--- src/hw/rtl/flash_program_erase_sequencer_core_assert.svh ---
// ----------------------------------------------------------------------------
// Assertion macros for the flash program/erase sequencer
// Implication checks, clocked and disabled while reset is held.
// ----------------------------------------------------------------------------
`ifndef FLASH_PROGRAM_ERASE_SEQUENCER_CORE_ASSERT_SVH
`define FLASH_PROGRAM_ERASE_SEQUENCER_CORE_ASSERT_SVH

// same-cycle implication
`define FPES_ASSERT_IMPL(label, clk, rst_n, ante, cons) \
  label: assert property (@(posedge clk) disable iff (!rst_n) (ante) |-> (cons)) \
    else $error("fpes: same-cycle check failed");

// next-cycle implication
`define FPES_ASSERT_NEXT(label, clk, rst_n, ante, cons) \
  label: assert property (@(posedge clk) disable iff (!rst_n) (ante) |=> (cons)) \
    else $error("fpes: next-cycle check failed");

`endif

--- src/hw/rtl/fpes_pkg.sv ---
// ----------------------------------------------------------------------------
// fpes_pkg
// Types and constants shared by the flash program/erase sequencer modules.
// ----------------------------------------------------------------------------
package fpes_pkg;

  localparam int unsigned ADDR_W      = 24;
  localparam int unsigned DATA_W      = 16;
  localparam int unsigned POLL_W      = 23;
  localparam int unsigned PLIM_W      = 16;
  localparam int unsigned CODE_W      = 8;
  localparam int unsigned OP_W        = 3;
  localparam int unsigned FUNC_W      = 2;
  localparam int unsigned CFG_IDX_W   = 2;
  localparam int unsigned CFG_W       = 23;
  localparam int unsigned QUEUE_DEPTH = 2;
  localparam int unsigned STEP_W      = 3;

  // request codes
  localparam logic [FUNC_W-1:0] FUNC_PROGRAM = 2'd0;
  localparam logic [FUNC_W-1:0] FUNC_ERASE   = 2'd1;
  localparam logic [FUNC_W-1:0] FUNC_STATUS  = 2'd2;

  // result op codes
  localparam logic [OP_W-1:0] OP_WRITE  = 3'd0;
  localparam logic [OP_W-1:0] OP_READ   = 3'd1;
  localparam logic [OP_W-1:0] OP_ENABLE = 3'd2;
  localparam logic [OP_W-1:0] OP_DONE   = 3'd3;
  localparam logic [OP_W-1:0] OP_ACCEPT = 3'd4;

  // config register indexes
  localparam logic [CFG_IDX_W-1:0] CFG_DRY_RUN    = 2'd0;
  localparam logic [CFG_IDX_W-1:0] CFG_PROG_POLL  = 2'd1;
  localparam logic [CFG_IDX_W-1:0] CFG_ERASE_POLL = 2'd2;

  localparam logic [PLIM_W-1:0] PROG_POLL_RESET  = 16'h1000;
  localparam logic [POLL_W-1:0] ERASE_POLL_RESET = 23'h640000;

  // flash command words
  localparam logic [DATA_W-1:0] CMD_CLEAR_STATUS = 16'h5050;
  localparam logic [DATA_W-1:0] CMD_PROGRAM      = 16'h4040;
  localparam logic [DATA_W-1:0] CMD_ERASE        = 16'h2020;
  localparam logic [DATA_W-1:0] CMD_CONFIRM      = 16'hD0D0;
  localparam logic [DATA_W-1:0] CMD_READ_STATUS  = 16'h7070;
  localparam logic [DATA_W-1:0] CMD_READ_ARRAY   = 16'hFFFF;

  // status decode
  localparam int unsigned       STATUS_READY_BIT  = 7;
  localparam logic [CODE_W-1:0] PROG_STATUS_MASK  = 8'h98;
  localparam logic [CODE_W-1:0] ERASE_STATUS_MASK = 8'hE8;
  localparam logic [CODE_W-1:0] STATUS_GOOD       = 8'h80;
  localparam logic [CODE_W-1:0] CODE_BAD_ADDRESS  = 8'hFF;

  // erasable blocks
  localparam logic [ADDR_W-1:0] BLOCK_0 = 24'h000000;
  localparam logic [ADDR_W-1:0] BLOCK_1 = 24'h004000;
  localparam logic [ADDR_W-1:0] BLOCK_2 = 24'h006000;
  localparam logic [ADDR_W-1:0] BLOCK_3 = 24'h008000;

  typedef enum logic [1:0] {
    PH_IDLE,
    PH_BATCH,
    PH_PROG,
    PH_ERASE
  } phase_t;

  typedef enum logic [2:0] {
    JOB_DONE,
    JOB_ACCEPT,
    JOB_PROGRAM,
    JOB_ERASE,
    JOB_POLL,
    JOB_FINISH
  } job_kind_t;

  typedef struct packed {
    logic [FUNC_W-1:0] func;
    logic [ADDR_W-1:0] address;
    logic [DATA_W-1:0] data;
    logic              first_word;
    logic              last_word;
    logic [DATA_W-1:0] flash_status;
  } in_item_t;

  typedef struct packed {
    logic [OP_W-1:0]   op;
    logic [ADDR_W-1:0] bus_address;
    logic [DATA_W-1:0] bus_data;
    logic              program_enable;
    logic              success;
    logic [CODE_W-1:0] error_code;
    logic              last;
  } out_item_t;

  typedef struct packed {
    job_kind_t         kind;
    logic              enable_on;
    logic              ok;
    logic [CODE_W-1:0] code;
    logic [ADDR_W-1:0] addr;
    logic [DATA_W-1:0] data;
  } job_t;

endpackage

--- src/hw/rtl/flash_program_erase_sequencer_core.sv ---
// ----------------------------------------------------------------------------
// flash_program_erase_sequencer_core
// Command sequencer for a word-wide flash: program batches, block erase,
// status polling and completion, with a decoupled front and back.
// ----------------------------------------------------------------------------
//  port group | direction | handshake        | payload
//  in_        | input     | in_valid/stall   | in_item  (request or status reply)
//  out_       | output    | out_valid/stall  | out_item (bus operation or report)
//  cfg_       | input     | cfg_we           | cfg_index, cfg_wdata
//
//  The back sequencer emits one result per cycle while out_stall does not hold
//  the output register: a transaction causes 1 or 4 results for a status reply,
//  5 or 6 for a program word, 6 for an erase, 1 for a bad erase address or a
//  dry-run word and none for an ignored item, so throughput is set by that single result port.
//  A two-entry job queue lets the front accept new items while the back works.
//  rst_n is synchronous; it clears state, config, queue and output valid.
//  out_stall holds the output register; in_stall rises when the queue is full.
// ----------------------------------------------------------------------------
`include "flash_program_erase_sequencer_core_assert.svh"

module flash_program_erase_sequencer_core #(
  parameter int unsigned ADDRESS_BITS = 24
) (
  input  logic                            clk,
  input  logic                            rst_n,
  input  logic                            in_valid,
  output logic                            in_stall,
  input  fpes_pkg::in_item_t              in_item,
  output logic                            out_valid,
  input  logic                            out_stall,
  output fpes_pkg::out_item_t             out_item,
  input  logic                            cfg_we,
  input  logic [fpes_pkg::CFG_IDX_W-1:0]  cfg_index,
  input  logic [fpes_pkg::CFG_W-1:0]      cfg_wdata
);

  logic           in_accept;
  logic           push;
  logic           pop;
  logic           q_empty;
  logic           q_full;
  logic           seq_busy;
  fpes_pkg::job_t push_job;
  fpes_pkg::job_t head_job;

  assign in_stall  = q_full;
  assign in_accept = in_valid && !in_stall;

  fpes_front #(
    .ADDRESS_BITS(ADDRESS_BITS)
  ) u_front (
    .clk       (clk),
    .rst_n     (rst_n),
    .cfg_we    (cfg_we),
    .cfg_index (cfg_index),
    .cfg_wdata (cfg_wdata),
    .accept    (in_accept),
    .item      (in_item),
    .push      (push),
    .job       (push_job)
  );

  fpes_queue u_queue (
    .clk      (clk),
    .rst_n    (rst_n),
    .push     (push),
    .push_job (push_job),
    .pop      (pop),
    .head_job (head_job),
    .empty    (q_empty),
    .full     (q_full)
  );

  fpes_back u_back (
    .clk       (clk),
    .rst_n     (rst_n),
    .head_job  (head_job),
    .q_empty   (q_empty),
    .pop       (pop),
    .busy      (seq_busy),
    .out_valid (out_valid),
    .out_stall (out_stall),
    .out_item  (out_item)
  );

  // mid-sequence the job being expanded must still sit at the queue head
  `FPES_ASSERT_IMPL(a_busy_has_job, clk, rst_n, seq_busy, !q_empty)
  // a shown result that is not the last of its transaction leaves the sequencer mid-job
  `FPES_ASSERT_IMPL(a_nonlast_busy, clk, rst_n, out_valid && !out_item.last, seq_busy)
  // a report always closes its transaction
  `FPES_ASSERT_IMPL(a_done_last, clk, rst_n, out_valid && (out_item.op == fpes_pkg::OP_DONE), out_item.last)
  // after a last result is taken with nothing queued, the sequencer is idle
  `FPES_ASSERT_NEXT(a_idle_after_last, clk, rst_n, out_valid && !out_stall && out_item.last && q_empty, !seq_busy)

endmodule

--- src/hw/rtl/fpes_front.sv ---
// ----------------------------------------------------------------------------
// fpes_front
// Holds config and sequencer state, classifies each accepted request and
// hands a job descriptor to the queue.
// ----------------------------------------------------------------------------
module fpes_front #(
  parameter int unsigned ADDRESS_BITS = 24
) (
  input  logic                                clk,
  input  logic                                rst_n,
  input  logic                                cfg_we,
  input  logic [fpes_pkg::CFG_IDX_W-1:0]      cfg_index,
  input  logic [fpes_pkg::CFG_W-1:0]          cfg_wdata,
  input  logic                                accept,
  input  fpes_pkg::in_item_t                  item,
  output logic                                push,
  output fpes_pkg::job_t                      job
);

  localparam int unsigned AW =
    (ADDRESS_BITS < fpes_pkg::ADDR_W) ? ADDRESS_BITS : fpes_pkg::ADDR_W;
  localparam int unsigned CW = fpes_pkg::POLL_W + 1;

  logic                          dry_run_r;
  logic [fpes_pkg::PLIM_W-1:0]   prog_limit_r;
  logic [fpes_pkg::POLL_W-1:0]   erase_limit_r;

  fpes_pkg::phase_t              phase_r, phase_nxt;
  logic [AW-1:0]                 word_addr_r, word_addr_nxt;
  logic [AW-1:0]                 batch_start_r, batch_start_nxt;
  logic [fpes_pkg::POLL_W-1:0]   poll_r, poll_nxt;
  logic                          ending_r, ending_nxt;

  logic [AW-1:0]                 addr_in;
  logic [fpes_pkg::ADDR_W-1:0]   addr_ext;
  logic [CW-1:0]                 cnt;
  logic                          ready;
  logic                          prog_timeout;
  logic                          erase_timeout;
  logic                          erase_addr_ok;
  logic [fpes_pkg::CODE_W-1:0]   st_low;
  logic                          prog_ok;
  logic [fpes_pkg::CODE_W-1:0]   erase_m;
  logic                          erase_ok;
  logic                          in_batch;
  logic                          dry;

  assign addr_in       = item.address[AW-1:0];
  assign addr_ext      = fpes_pkg::ADDR_W'(addr_in);
  assign cnt           = CW'(poll_r) + CW'(1);
  assign ready         = item.flash_status[fpes_pkg::STATUS_READY_BIT];
  assign prog_timeout  = cnt >= CW'(prog_limit_r);
  assign erase_timeout = cnt >= CW'(erase_limit_r);
  assign erase_addr_ok = (addr_ext == fpes_pkg::BLOCK_0) || (addr_ext == fpes_pkg::BLOCK_1) ||
                         (addr_ext == fpes_pkg::BLOCK_2) || (addr_ext == fpes_pkg::BLOCK_3);
  assign st_low        = item.flash_status[fpes_pkg::CODE_W-1:0];
  assign prog_ok       = (st_low & fpes_pkg::PROG_STATUS_MASK) == fpes_pkg::STATUS_GOOD;
  assign erase_m       = st_low & fpes_pkg::ERASE_STATUS_MASK;
  assign erase_ok      = erase_m == fpes_pkg::STATUS_GOOD;
  assign in_batch      = (phase_r == fpes_pkg::PH_IDLE) || (phase_r == fpes_pkg::PH_BATCH);
  assign dry           = (phase_r == fpes_pkg::PH_IDLE) && dry_run_r;

  always_ff @(posedge clk) begin
    if (!rst_n) begin
      dry_run_r     <= 1'b0;
      prog_limit_r  <= fpes_pkg::PROG_POLL_RESET;
      erase_limit_r <= fpes_pkg::ERASE_POLL_RESET;
    end else if (cfg_we) begin
      unique case (cfg_index)
        fpes_pkg::CFG_DRY_RUN:    dry_run_r     <= cfg_wdata[0];
        fpes_pkg::CFG_PROG_POLL:  prog_limit_r  <= cfg_wdata[fpes_pkg::PLIM_W-1:0];
        fpes_pkg::CFG_ERASE_POLL: erase_limit_r <= cfg_wdata;
        default: ;
      endcase
    end
  end

  // next state
  always_comb begin
    phase_nxt       = phase_r;
    word_addr_nxt   = word_addr_r;
    batch_start_nxt = batch_start_r;
    poll_nxt        = poll_r;
    ending_nxt      = ending_r;
    if (accept) begin
      unique case (item.func)
        fpes_pkg::FUNC_PROGRAM: begin
          if (in_batch && !dry) begin
            if (phase_r == fpes_pkg::PH_IDLE || item.first_word) begin
              batch_start_nxt = addr_in;
            end
            word_addr_nxt = addr_in;
            phase_nxt     = fpes_pkg::PH_PROG;
            poll_nxt      = '0;
            ending_nxt    = item.last_word;
          end
        end
        fpes_pkg::FUNC_ERASE: begin
          if (phase_r == fpes_pkg::PH_IDLE && erase_addr_ok) begin
            word_addr_nxt = addr_in;
            phase_nxt     = fpes_pkg::PH_ERASE;
            poll_nxt      = '0;
          end
        end
        fpes_pkg::FUNC_STATUS: begin
          if (phase_r == fpes_pkg::PH_PROG) begin
            if (ready && !ending_r) begin
              phase_nxt = fpes_pkg::PH_BATCH;
              poll_nxt  = '0;
            end else if (ready || prog_timeout) begin
              phase_nxt  = fpes_pkg::PH_IDLE;
              poll_nxt   = '0;
              ending_nxt = 1'b0;
            end else begin
              poll_nxt = cnt[fpes_pkg::POLL_W-1:0];
            end
          end else if (phase_r == fpes_pkg::PH_ERASE) begin
            if (ready || erase_timeout) begin
              phase_nxt  = fpes_pkg::PH_IDLE;
              poll_nxt   = '0;
              ending_nxt = 1'b0;
            end else begin
              poll_nxt = cnt[fpes_pkg::POLL_W-1:0];
            end
          end
        end
        default: ;
      endcase
    end
  end

  // job descriptor
  always_comb begin
    push          = 1'b0;
    job           = '0;
    job.kind      = fpes_pkg::JOB_ACCEPT;
    if (accept) begin
      unique case (item.func)
        fpes_pkg::FUNC_PROGRAM: begin
          if (in_batch) begin
            push = 1'b1;
            if (dry) begin
              job.kind = item.last_word ? fpes_pkg::JOB_DONE : fpes_pkg::JOB_ACCEPT;
              job.ok   = 1'b1;
            end else begin
              job.kind      = fpes_pkg::JOB_PROGRAM;
              job.enable_on = (phase_r == fpes_pkg::PH_IDLE);
              job.addr      = addr_ext;
              job.data      = item.data;
            end
          end
        end
        fpes_pkg::FUNC_ERASE: begin
          if (phase_r == fpes_pkg::PH_IDLE) begin
            push = 1'b1;
            if (erase_addr_ok) begin
              job.kind = fpes_pkg::JOB_ERASE;
              job.addr = addr_ext;
            end else begin
              job.kind = fpes_pkg::JOB_DONE;
              job.code = fpes_pkg::CODE_BAD_ADDRESS;
            end
          end
        end
        fpes_pkg::FUNC_STATUS: begin
          if (phase_r == fpes_pkg::PH_PROG) begin
            push = 1'b1;
            if (ready && ending_r) begin
              job.kind = fpes_pkg::JOB_FINISH;
              job.addr = fpes_pkg::ADDR_W'(batch_start_r);
              job.ok   = prog_ok;
              job.code = prog_ok ? '0 : st_low;
            end else if (ready) begin
              job.kind = fpes_pkg::JOB_ACCEPT;
            end else if (prog_timeout) begin
              job.kind = fpes_pkg::JOB_FINISH;
              job.addr = fpes_pkg::ADDR_W'(word_addr_r);
              job.code = st_low;
            end else begin
              job.kind = fpes_pkg::JOB_POLL;
              job.addr = fpes_pkg::ADDR_W'(word_addr_r);
            end
          end else if (phase_r == fpes_pkg::PH_ERASE) begin
            push     = 1'b1;
            job.addr = fpes_pkg::ADDR_W'(word_addr_r);
            if (ready || erase_timeout) begin
              job.kind = fpes_pkg::JOB_FINISH;
              job.ok   = erase_ok;
              job.code = erase_ok ? '0 : erase_m;
            end else begin
              job.kind = fpes_pkg::JOB_POLL;
            end
          end
        end
        default: ;
      endcase
    end
  end

  always_ff @(posedge clk) begin
    if (!rst_n) begin
      phase_r       <= fpes_pkg::PH_IDLE;
      word_addr_r   <= '0;
      batch_start_r <= '0;
      poll_r        <= '0;
      ending_r      <= 1'b0;
    end else begin
      phase_r       <= phase_nxt;
      word_addr_r   <= word_addr_nxt;
      batch_start_r <= batch_start_nxt;
      poll_r        <= poll_nxt;
      ending_r      <= ending_nxt;
    end
  end

endmodule

--- src/hw/rtl/fpes_queue.sv ---
// ----------------------------------------------------------------------------
// fpes_queue
// Short FIFO of job descriptors between the front and the back sequencer.
// ----------------------------------------------------------------------------
module fpes_queue (
  input  logic           clk,
  input  logic           rst_n,
  input  logic           push,
  input  fpes_pkg::job_t push_job,
  input  logic           pop,
  output fpes_pkg::job_t head_job,
  output logic           empty,
  output logic           full
);

  localparam int unsigned DEPTH = fpes_pkg::QUEUE_DEPTH;
  localparam int unsigned PTR_W = (DEPTH > 1) ? $clog2(DEPTH) : 1;
  localparam int unsigned CNT_W = $clog2(DEPTH + 1);

  fpes_pkg::job_t   slot_r [DEPTH];
  logic [PTR_W-1:0] wr_ptr_r, wr_ptr_nxt;
  logic [PTR_W-1:0] rd_ptr_r, rd_ptr_nxt;
  logic [CNT_W-1:0] count_r, count_nxt;

  assign empty    = (count_r == '0);
  assign full     = (count_r == CNT_W'(DEPTH));
  assign head_job = slot_r[rd_ptr_r];

  always_comb begin
    wr_ptr_nxt = wr_ptr_r;
    rd_ptr_nxt = rd_ptr_r;
    count_nxt  = count_r;
    if (push) begin
      wr_ptr_nxt = (wr_ptr_r == PTR_W'(DEPTH - 1)) ? '0 : wr_ptr_r + PTR_W'(1);
    end
    if (pop) begin
      rd_ptr_nxt = (rd_ptr_r == PTR_W'(DEPTH - 1)) ? '0 : rd_ptr_r + PTR_W'(1);
    end
    if (push && !pop) begin
      count_nxt = count_r + CNT_W'(1);
    end else if (pop && !push) begin
      count_nxt = count_r - CNT_W'(1);
    end
  end

  always_ff @(posedge clk) begin
    if (push) begin
      slot_r[wr_ptr_r] <= push_job;
    end
  end

  always_ff @(posedge clk) begin
    if (!rst_n) begin
      wr_ptr_r <= '0;
      rd_ptr_r <= '0;
      count_r  <= '0;
    end else begin
      wr_ptr_r <= wr_ptr_nxt;
      rd_ptr_r <= rd_ptr_nxt;
      count_r  <= count_nxt;
    end
  end

endmodule

--- src/hw/rtl/fpes_back.sv ---
// ----------------------------------------------------------------------------
// fpes_back
// Expands the job at the queue head into bus results, one per cycle while
// out_stall does not hold the output register, into the output register.
// ----------------------------------------------------------------------------
module fpes_back (
  input  logic                  clk,
  input  logic                  rst_n,
  input  fpes_pkg::job_t        head_job,
  input  logic                  q_empty,
  output logic                  pop,
  output logic                  busy,
  output logic                  out_valid,
  input  logic                  out_stall,
  output fpes_pkg::out_item_t   out_item
);

  localparam int unsigned SW = fpes_pkg::STEP_W;

  // positions within a program or erase command sequence
  localparam logic [SW-1:0] SEQ_ENABLE  = 3'd0;
  localparam logic [SW-1:0] SEQ_CLEAR   = 3'd1;
  localparam logic [SW-1:0] SEQ_CMD     = 3'd2;
  localparam logic [SW-1:0] SEQ_DATA    = 3'd3;
  localparam logic [SW-1:0] SEQ_STATUS  = 3'd4;
  // positions within the completion sequence
  localparam logic [SW-1:0] FIN_RESET_A = 3'd0;
  localparam logic [SW-1:0] FIN_RESET_B = 3'd1;
  localparam logic [SW-1:0] FIN_DISABLE = 3'd2;

  logic [SW-1:0]        step_r, step_nxt;
  logic [SW-1:0]        eff;
  logic                 is_prog;
  logic                 adv;
  logic                 gen;
  logic                 out_valid_r, out_valid_nxt;
  fpes_pkg::out_item_t  out_item_r;
  fpes_pkg::out_item_t  res;

  assign adv     = !out_valid_r || !out_stall;
  assign gen     = adv && !q_empty;
  assign pop     = gen && res.last;
  assign busy    = (step_r != '0);
  assign is_prog = (head_job.kind == fpes_pkg::JOB_PROGRAM);
  // a word inside a batch skips the enable step
  assign eff     = (is_prog && !head_job.enable_on) ? step_r + SW'(1) : step_r;

  always_comb begin
    res = '0;
    unique case (head_job.kind)
      fpes_pkg::JOB_DONE: begin
        res.op         = fpes_pkg::OP_DONE;
        res.success    = head_job.ok;
        res.error_code = head_job.code;
        res.last       = 1'b1;
      end
      fpes_pkg::JOB_ACCEPT: begin
        res.op   = fpes_pkg::OP_ACCEPT;
        res.last = 1'b1;
      end
      fpes_pkg::JOB_PROGRAM, fpes_pkg::JOB_ERASE: begin
        res.op          = fpes_pkg::OP_WRITE;
        res.bus_address = head_job.addr;
        unique case (eff)
          SEQ_ENABLE: begin
            res.op             = fpes_pkg::OP_ENABLE;
            res.bus_address    = '0;
            res.program_enable = 1'b1;
          end
          SEQ_CLEAR:  res.bus_data = fpes_pkg::CMD_CLEAR_STATUS;
          SEQ_CMD:    res.bus_data = is_prog ? fpes_pkg::CMD_PROGRAM : fpes_pkg::CMD_ERASE;
          SEQ_DATA:   res.bus_data = is_prog ? head_job.data : fpes_pkg::CMD_CONFIRM;
          SEQ_STATUS: res.bus_data = fpes_pkg::CMD_READ_STATUS;
          default: begin
            res.op   = fpes_pkg::OP_READ;
            res.last = 1'b1;
          end
        endcase
      end
      fpes_pkg::JOB_POLL: begin
        res.op          = fpes_pkg::OP_READ;
        res.bus_address = head_job.addr;
        res.last        = 1'b1;
      end
      fpes_pkg::JOB_FINISH: begin
        unique case (step_r)
          FIN_RESET_A, FIN_RESET_B: begin
            res.op          = fpes_pkg::OP_WRITE;
            res.bus_address = head_job.addr;
            res.bus_data    = fpes_pkg::CMD_READ_ARRAY;
          end
          FIN_DISABLE: res.op = fpes_pkg::OP_ENABLE;
          default: begin
            res.op         = fpes_pkg::OP_DONE;
            res.success    = head_job.ok;
            res.error_code = head_job.code;
            res.last       = 1'b1;
          end
        endcase
      end
      default: res.last = 1'b1;
    endcase
  end

  always_comb begin
    step_nxt      = step_r;
    out_valid_nxt = out_valid_r;
    if (gen) begin
      out_valid_nxt = 1'b1;
      step_nxt      = res.last ? '0 : step_r + SW'(1);
    end else if (adv) begin
      out_valid_nxt = 1'b0;
    end
  end

  always_ff @(posedge clk) begin
    if (gen) begin
      out_item_r <= res;
    end
  end

  always_ff @(posedge clk) begin
    if (!rst_n) begin
      step_r      <= '0;
      out_valid_r <= 1'b0;
    end else begin
      step_r      <= step_nxt;
      out_valid_r <= out_valid_nxt;
    end
  end

  assign out_valid = out_valid_r;
  assign out_item  = out_item_r;

endmodule
--- config.mk ---
export PLATFORM = sky130hd
export DESIGN_NAME = flash_program_erase_sequencer_core
export DESIGN_NICKNAME = d
export VERILOG_FILES = /design/src/hw/rtl/fpes_pkg.sv /design/src/hw/rtl/flash_program_erase_sequencer_core.sv /design/src/hw/rtl/fpes_front.sv /design/src/hw/rtl/fpes_queue.sv /design/src/hw/rtl/fpes_back.sv
export VERILOG_INCLUDE_DIRS = /design/src /design/src/hw/rtl
export SDC_FILE = /design/constraint.sdc
export NUM_CORES = 1
export LEC_CHECK = 0
export ABC_AREA = 0
export ABC_CLOCK_PERIOD_IN_PS = 7700
export BUFFER_PORTS_ARGS = -buffer_cell sky130_fd_sc_hd__buf_2
export CORE_UTILIZATION = 30
export CTS_CLUSTER_SIZE = 12
export DETAILED_ROUTE_END_ITERATION = 12
export GPL_TIMING_DRIVEN = 1
export PLACE_DENSITY_LB_ADDON = 0.3
export SETUP_SLACK_MARGIN = 0.3
export SLEW_MARGIN = 20
export SYNTH_ARGS = -nofsm -noshare
export SYNTH_HDL_FRONTEND = slang
export SYNTH_SLANG_ARGS = --single-unit
--- constraint.sdc ---
create_clock -name clk -period 7.7 [get_ports clk]
set_input_delay 1.54 -clock clk [delete_from_list [all_inputs] [get_ports clk]]
set_output_delay 1.54 -clock clk [all_outputs]
set_load 0.01 [all_outputs]
Word level (Yosys, flattened, before mapping)
Memories as Yosys holds them, arrays and structs flattened. A register that Yosys moved wholly into a read port is not among the register bits. Cells that the tools add are included.

RAM bits: 106. Output and inout port bits: 56. Memories kept: 1. Input bits: 90. Register bits after elaboration: 176.

Add/subtract/negate cells: 6. Equality and inequality tests: 31. Reduce and logical (&&, ||, !) cells: 54. Order comparisons: 2. Multiplexer cells: 93.

Memories: u_queue.slot_r (depth 2, bits a word 53, read ports 1, clocked after Yosys merged registers in 1, write ports 1, line fpes_queue.sv:20) `fpes_pkg::job_t slot_r [DEPTH];`.

Operators by type and width (number): $mux 23 (7); $pmux 24 s3 (2); $mux 40 (3); $mux 24 (4); $mux 32 (3); $pmux 23 s3 (1); $mux 33 (2); $pmux 16 s4 (1); $mux 53 (1); $eq 24x15->1 const B (2); $pmux 24 s2 (1); $mux 16 (2); $pmux 16 s2 (1); $mux 1 (28); $add 23x1->24 const B (1); $eq 24x16->1 const B (1); $ge 24x16->1 (1); $ge 24x23->1 (1); $logic_not 24->1 (1); $mux 8 (3); $mux 2 (11); $mux 3 (7); $pmux 9 s2 (1); $pmux 8 s2 (1); other kinds (40) (100).

Logic depth before layout (Yosys ltp)
Depth after elaboration: 11. Mapped depth: 17. Gate-level depth less buffers: 16.

By module
From an unflattened synthesis, not the netlist that was laid out.

Cells, all modules: 1343. Area, all modules: 13897.1 µm².

Modules (own cells, without submodules): fpes_front (area an instance 7030.5 µm², cells each 923, times used 1); fpes_queue (area an instance 4060.1 µm², cells each 187, times used 1); fpes_back (area an instance 2792.7 µm², cells each 232, times used 1); flash_program_erase_sequencer_core (area an instance 13.8 µm², cells each 1, times used 1).

Worst setup path after synthesis
No wires, ideal clock.

Kind: input-to-reg. Start: input port in_item[59] (netlist bit). End: memory u_queue.slot_r[0][0] (netlist bit), enable pin. Path slack: 2.430 ns. Data required time: 7.229 ns. Library setup time: 0.471 ns. Stages on the path: 7. Buffers on the path: 1. Arrival time: 4.799 ns. Cell sequence: inv_1 ha_1 clkbuf_1 a21oi_1 o21ai_0 and2_1 nor2b_1.

Longest elaborated chain between the ends: 5.

Ends and longest elaborated chain: start: declaration (line flash_program_erase_sequencer_core.sv:28) `input fpes_pkg::in_item_t in_item,`; $eq 2x2->1, or another cell as far along (line fpes_front.sv:138) `unique case (item.func)`; $pmux 1 s3 * (line fpes_front.sv:138); $mux 1 * (line fpes_front.sv:137) `if (accept) begin`; net push (line flash_program_erase_sequencer_core.sv:38) `logic push;`; $mux 1 * (line fpes_queue.sv:47) `if (push) begin`; $mux 1 (not written as such) * (line fpes_queue.sv:48) `slot_r[wr_ptr_r] <= push_job;`; end: declaration (line fpes_queue.sv:20).

The timed path passes the listed nets; every way through them passes the cells marked *.

Worst setup path after layout
Start: register u_front.poll_r[0] (netlist bit). End: register u_front.poll_r[7] (netlist bit).

Longest elaborated chain between the ends: 7.

Ends and longest elaborated chain: start: declaration (line fpes_front.sv:31) `logic [fpes_pkg::POLL_W-1:0] poll_r, poll_nxt;`; start signal: assignment (line fpes_front.sv:211) `poll_r <= poll_nxt;`; $add 23x1->24 * (line fpes_front.sv:50) `assign cnt = CW'(poll_r) + CW'(1);`; $ge 24x23->1 / $ge 24x16->1 (equally long branches) (line fpes_front.sv:53, fpes_front.sv:52); $logic_or 1x1->1 (on tied branches) (line fpes_front.sv:118, fpes_front.sv:110); $mux 23 (on tied branches) (line fpes_front.sv:118, fpes_front.sv:110); $mux 23 (on tied branches) (line fpes_front.sv:117, fpes_front.sv:107); $mux 23 * (line fpes_front.sv:106) `if (phase_r == fpes_pkg::PH_PROG) begin`; $pmux 23 s3 * (line fpes_front.sv:86) `unique case (item.func)`.

Every way passes the cells marked *; elsewhere a longest branch is shown, timed or not. The select of a mux whose other input is x is not followed. A chain may end at the register's enable or synchronous reset.

==> impl_results.md <==
* Leakage at 5.83 nW
* Largest net degree at the start of global routing at 87
* Clock Power Share at 38.0%
* Seq pwr share at 45.9%
* Die footprint at 45100 um^2
* I/O pin cnt at 146
* Most common cell after layout, fill and taps aside: nand2_1
* Core area at 43400 um^2
* CP arrival at 5.28 ns
* Clk sink count at 283
* EDFF count, synth at 160
* Postcts setup bufs at 0
* CTS HTree Levels at 2
* Most frequent cells in the layout: 201 x nand2_1, 160 x edfxtp_1, 137 x buf_2, 122 x dfxtp_1, 76 x mux2i_1
* Clock Skews at 0.0157 ns
* Final worst slack at 2.84 ns
* Layout cells sized above 1 at 16.0%
* Clk_lat worst skew at 0.52 ns
* Kind of critical path: flop to flop
* Pwr Density at 273 nW/um^2
* Detail Route Antenna Nets at 0
* Final nets at 1528
* Post-synth cell types at 65
* Crit path required time at 8.12 ns
* Asr flop ratio synth at 0%
* Combinational group share of total power at 16.1%
* Slew @ Worst Pin at 1.05 ns
* Final WL at 32400 um
* Period minus WS final at 4.86 ns
* # DRC at 0
* GRT Residual Overflow at 0
* Post-Syn Instances at 1267
* Row cnt at 76
* Final hold vios at 0
* Unrepaired setup endpoints after global routing: no
* Startpoint class of the critical path: flop
* Maximum clock frequency at 206 MHz
* CP endpoint kind: flop
* Hold Buf Count CTS at 0
* Net Sw Power at 1.17 mW
* Tot Pwr at 4.29 mW
* Syn nets at 1406
* Slew HR at 29.9%
* Vias in the first global route at 9464
* Switching Share at 27.3%
* DR WL/cell at 16.1 um
* Internal power at 3.11 mW
* Routability cong. at 0.857
* 1st-iter DRT viols at 709
* Final number of setup-violating endpoints at 0
* Routed vias/inst at 4.78
* Register area share after synthesis at 54.7%
* Hold Crit Depth at 2
* Fin crit share at 63.2%
* Syn-to-layout area delta at 18.4%
* Initial antenna violation count at 5
* Root Buffer: clkbuf_16
* Synth Register Bits at 283
* Via count at 9584
* Status: complete, no violations
* Cts bufs inserted at 34
* Mapped Area at 13300 um^2
* # Max-Cap Violations at 0
* CTS Buffer Depth at 3
* Pre-CTS setup slack at 2.85 ns
* Setup tns final at 0 ns
* Total number of yosys warnings at 0
* Worst Path Max Fanout at 15
* Buffers on Ports at 137
* Total Routing Usage GR at 14.4%
* Worst R2R Path Depth at 16
* Worst hold slack at 0.461 ns
* Initial core utilization at 30.6%
* Placed wire-length estimate at 21700 um
* Average size of a mapped cell at 10.5 um^2
* CTS tree: built
* Die W at 212 um
* Reg clk slew, reported paths at 0.06 ns
* Die height at 212 um
* Synth Flop Type: edfxtp_1
* Peak supply drop at 0.138 mV
* Slew Viols, Final at 0
* Cts repair resizes at 0
* Global-route wire length before repair at 51100 um
* Final core occ at 36.2%
* First-pass detailed-route iteration total at 5
* Min-delay worst type: flop to flop
-- worst max-delay path, stage by stage, from the launching register on --
cell and delay (ns):
dfxtp_1 0.46, ha_1 0.30, nand3_2 0.18, nor2_1 0.27, nand2_1 0.21, nor2_1 0.19, nand3_1 0.12, xnor2_1 0.28
ha_1 0.32, a21oi_1 0.16, nand2_1 0.07, a221oi_1 0.35, o2111ai_1 0.25, nor3_2 0.32, a32o_2 0.50, nand3_1 0.45
o31ai_1 0.33
-- cell usage after synthesis (all sizes together), types with 4 or more instances --
cell    instances  area (um^2)
and3           10         67.6
or3             6         42.5
nor2b          40          250
nor4           11         68.8
nand3          28          145
o21a            8         60.1
xnor2          13          133
a22o           12          105
mux2i          76          761
a21o            4         30.0
nand4          14         93.8
a211oi         11         82.6
xor2           10         95.1
ha             49          613
inv            60          225
edfxtp        160         4800
nand2b          9         56.3
buf             9         37.5
nor3           13         70.1
a22oi          26          195
clkbuf         53          199
o21ai          69          345
a31oi           9         56.3
dfxtp         123         2460
a21oi          26          130
o22ai           8         50.1
nand2         201          754
or2             6         37.5
and2           24          150
a21boi         64          480
o211ai          7         52.6
nor2           70          263
-- layout make-up --
cell class	count	area, um^2
fill	4352	27600
sequential	283	7270
multi-input combinational	862	5570
clock buffer	48	980
timing repair buffer	148	768
tap	585	732
inverter	60	225
clock inverter	14	160
antenna	5	12.5
-- per-stage QoR --
stage,cells,area (um^2)
after floorplan,1267,13300
after global placement,1938,14600
after detailed placement,1938,14600
after CTS,2000,15700
after global routing,2004,15700
final,2005,15700
-- kinds of logic (layout without fill, tap and decap cells) --
kind of cell | after synthesis | after routing | share of synthesized area [%]
simple gates | 445 | 445 | 15.8
flops | 283 | 283 | 54.7
fa+ha+maj | 49 | 49 | 4.62
other cells | 0 | 5 | 0
xor+xnor | 23 | 23 | 1.72
compound gates | 266 | 266 | 13.6
mux | 79 | 79 | 5.98
buf+inv | 122 | 270 | 3.48
-- power by group through the flow --
| stage | logic [mW] | clock network, mW | registers [mW] |
|---|---|---|---|
| 2_1_floorplan | 0.349 | 0 | 2.03 |
| 3_3_place_gp | 0.692 | 0 | 2.00 |
| 3_5_place_dp | 0.703 | 0 | 2.00 |
| 4_1_cts | 0.704 | 1.67 | 1.97 |
| 5_1_grt | 0.769 | 1.74 | 1.99 |
| 6_report | 0.690 | 1.63 | 1.97 |
-- worst paths after layout --
| kind | slack, ns | end | startpoint |
|---|---|---|---|
| hold reg to reg | 0.46 | u_front.prog_limit_r[14] | u_front.prog_limit_r[14] |
| setup / recovery | 2.84 | u_front.poll_r[7] | u_front.poll_r[0] |
| setup reg to reg | 2.84 | u_front.poll_r[7] | u_front.poll_r[0] |
| hold / removal | 0.46 | u_front.prog_limit_r[14] | u_front.prog_limit_r[14] |
-- routing by layer --
metal	vias to the layer above	routed length [um]	global-route usage, %
met2	246	15400	24.2
met1	4511	14500	18.5
met4	0	910	5.48
li1	4779	-	-
met3	48	1570	2.42
met5	-	0	0
-- sequential cells by signal, summed over array words and instances (netlist names), named ones only --
| signal | flops |
|---|---|
| u_front.erase_limit_r | 23 |
| u_front.batch_start_r | 24 |
| u_front.phase_r | 2 |
| u_back.out_item | 54 |
| u_front.word_addr_r | 24 |
| u_front.ending_r | 1 |
| u_queue.wr_ptr_r | 1 |
| u_front.poll_r | 23 |
| u_queue.count_r | 2 |
| u_queue.slot_r | 106 |
| u_back.step_r | 3 |
| u_front.dry_run_r | 1 |
| u_queue.rd_ptr_r | 1 |
| u_front.prog_limit_r | 16 |
| u_back.out_valid | 1 |
Note: power is estimated with default switching activity, not from simulation.
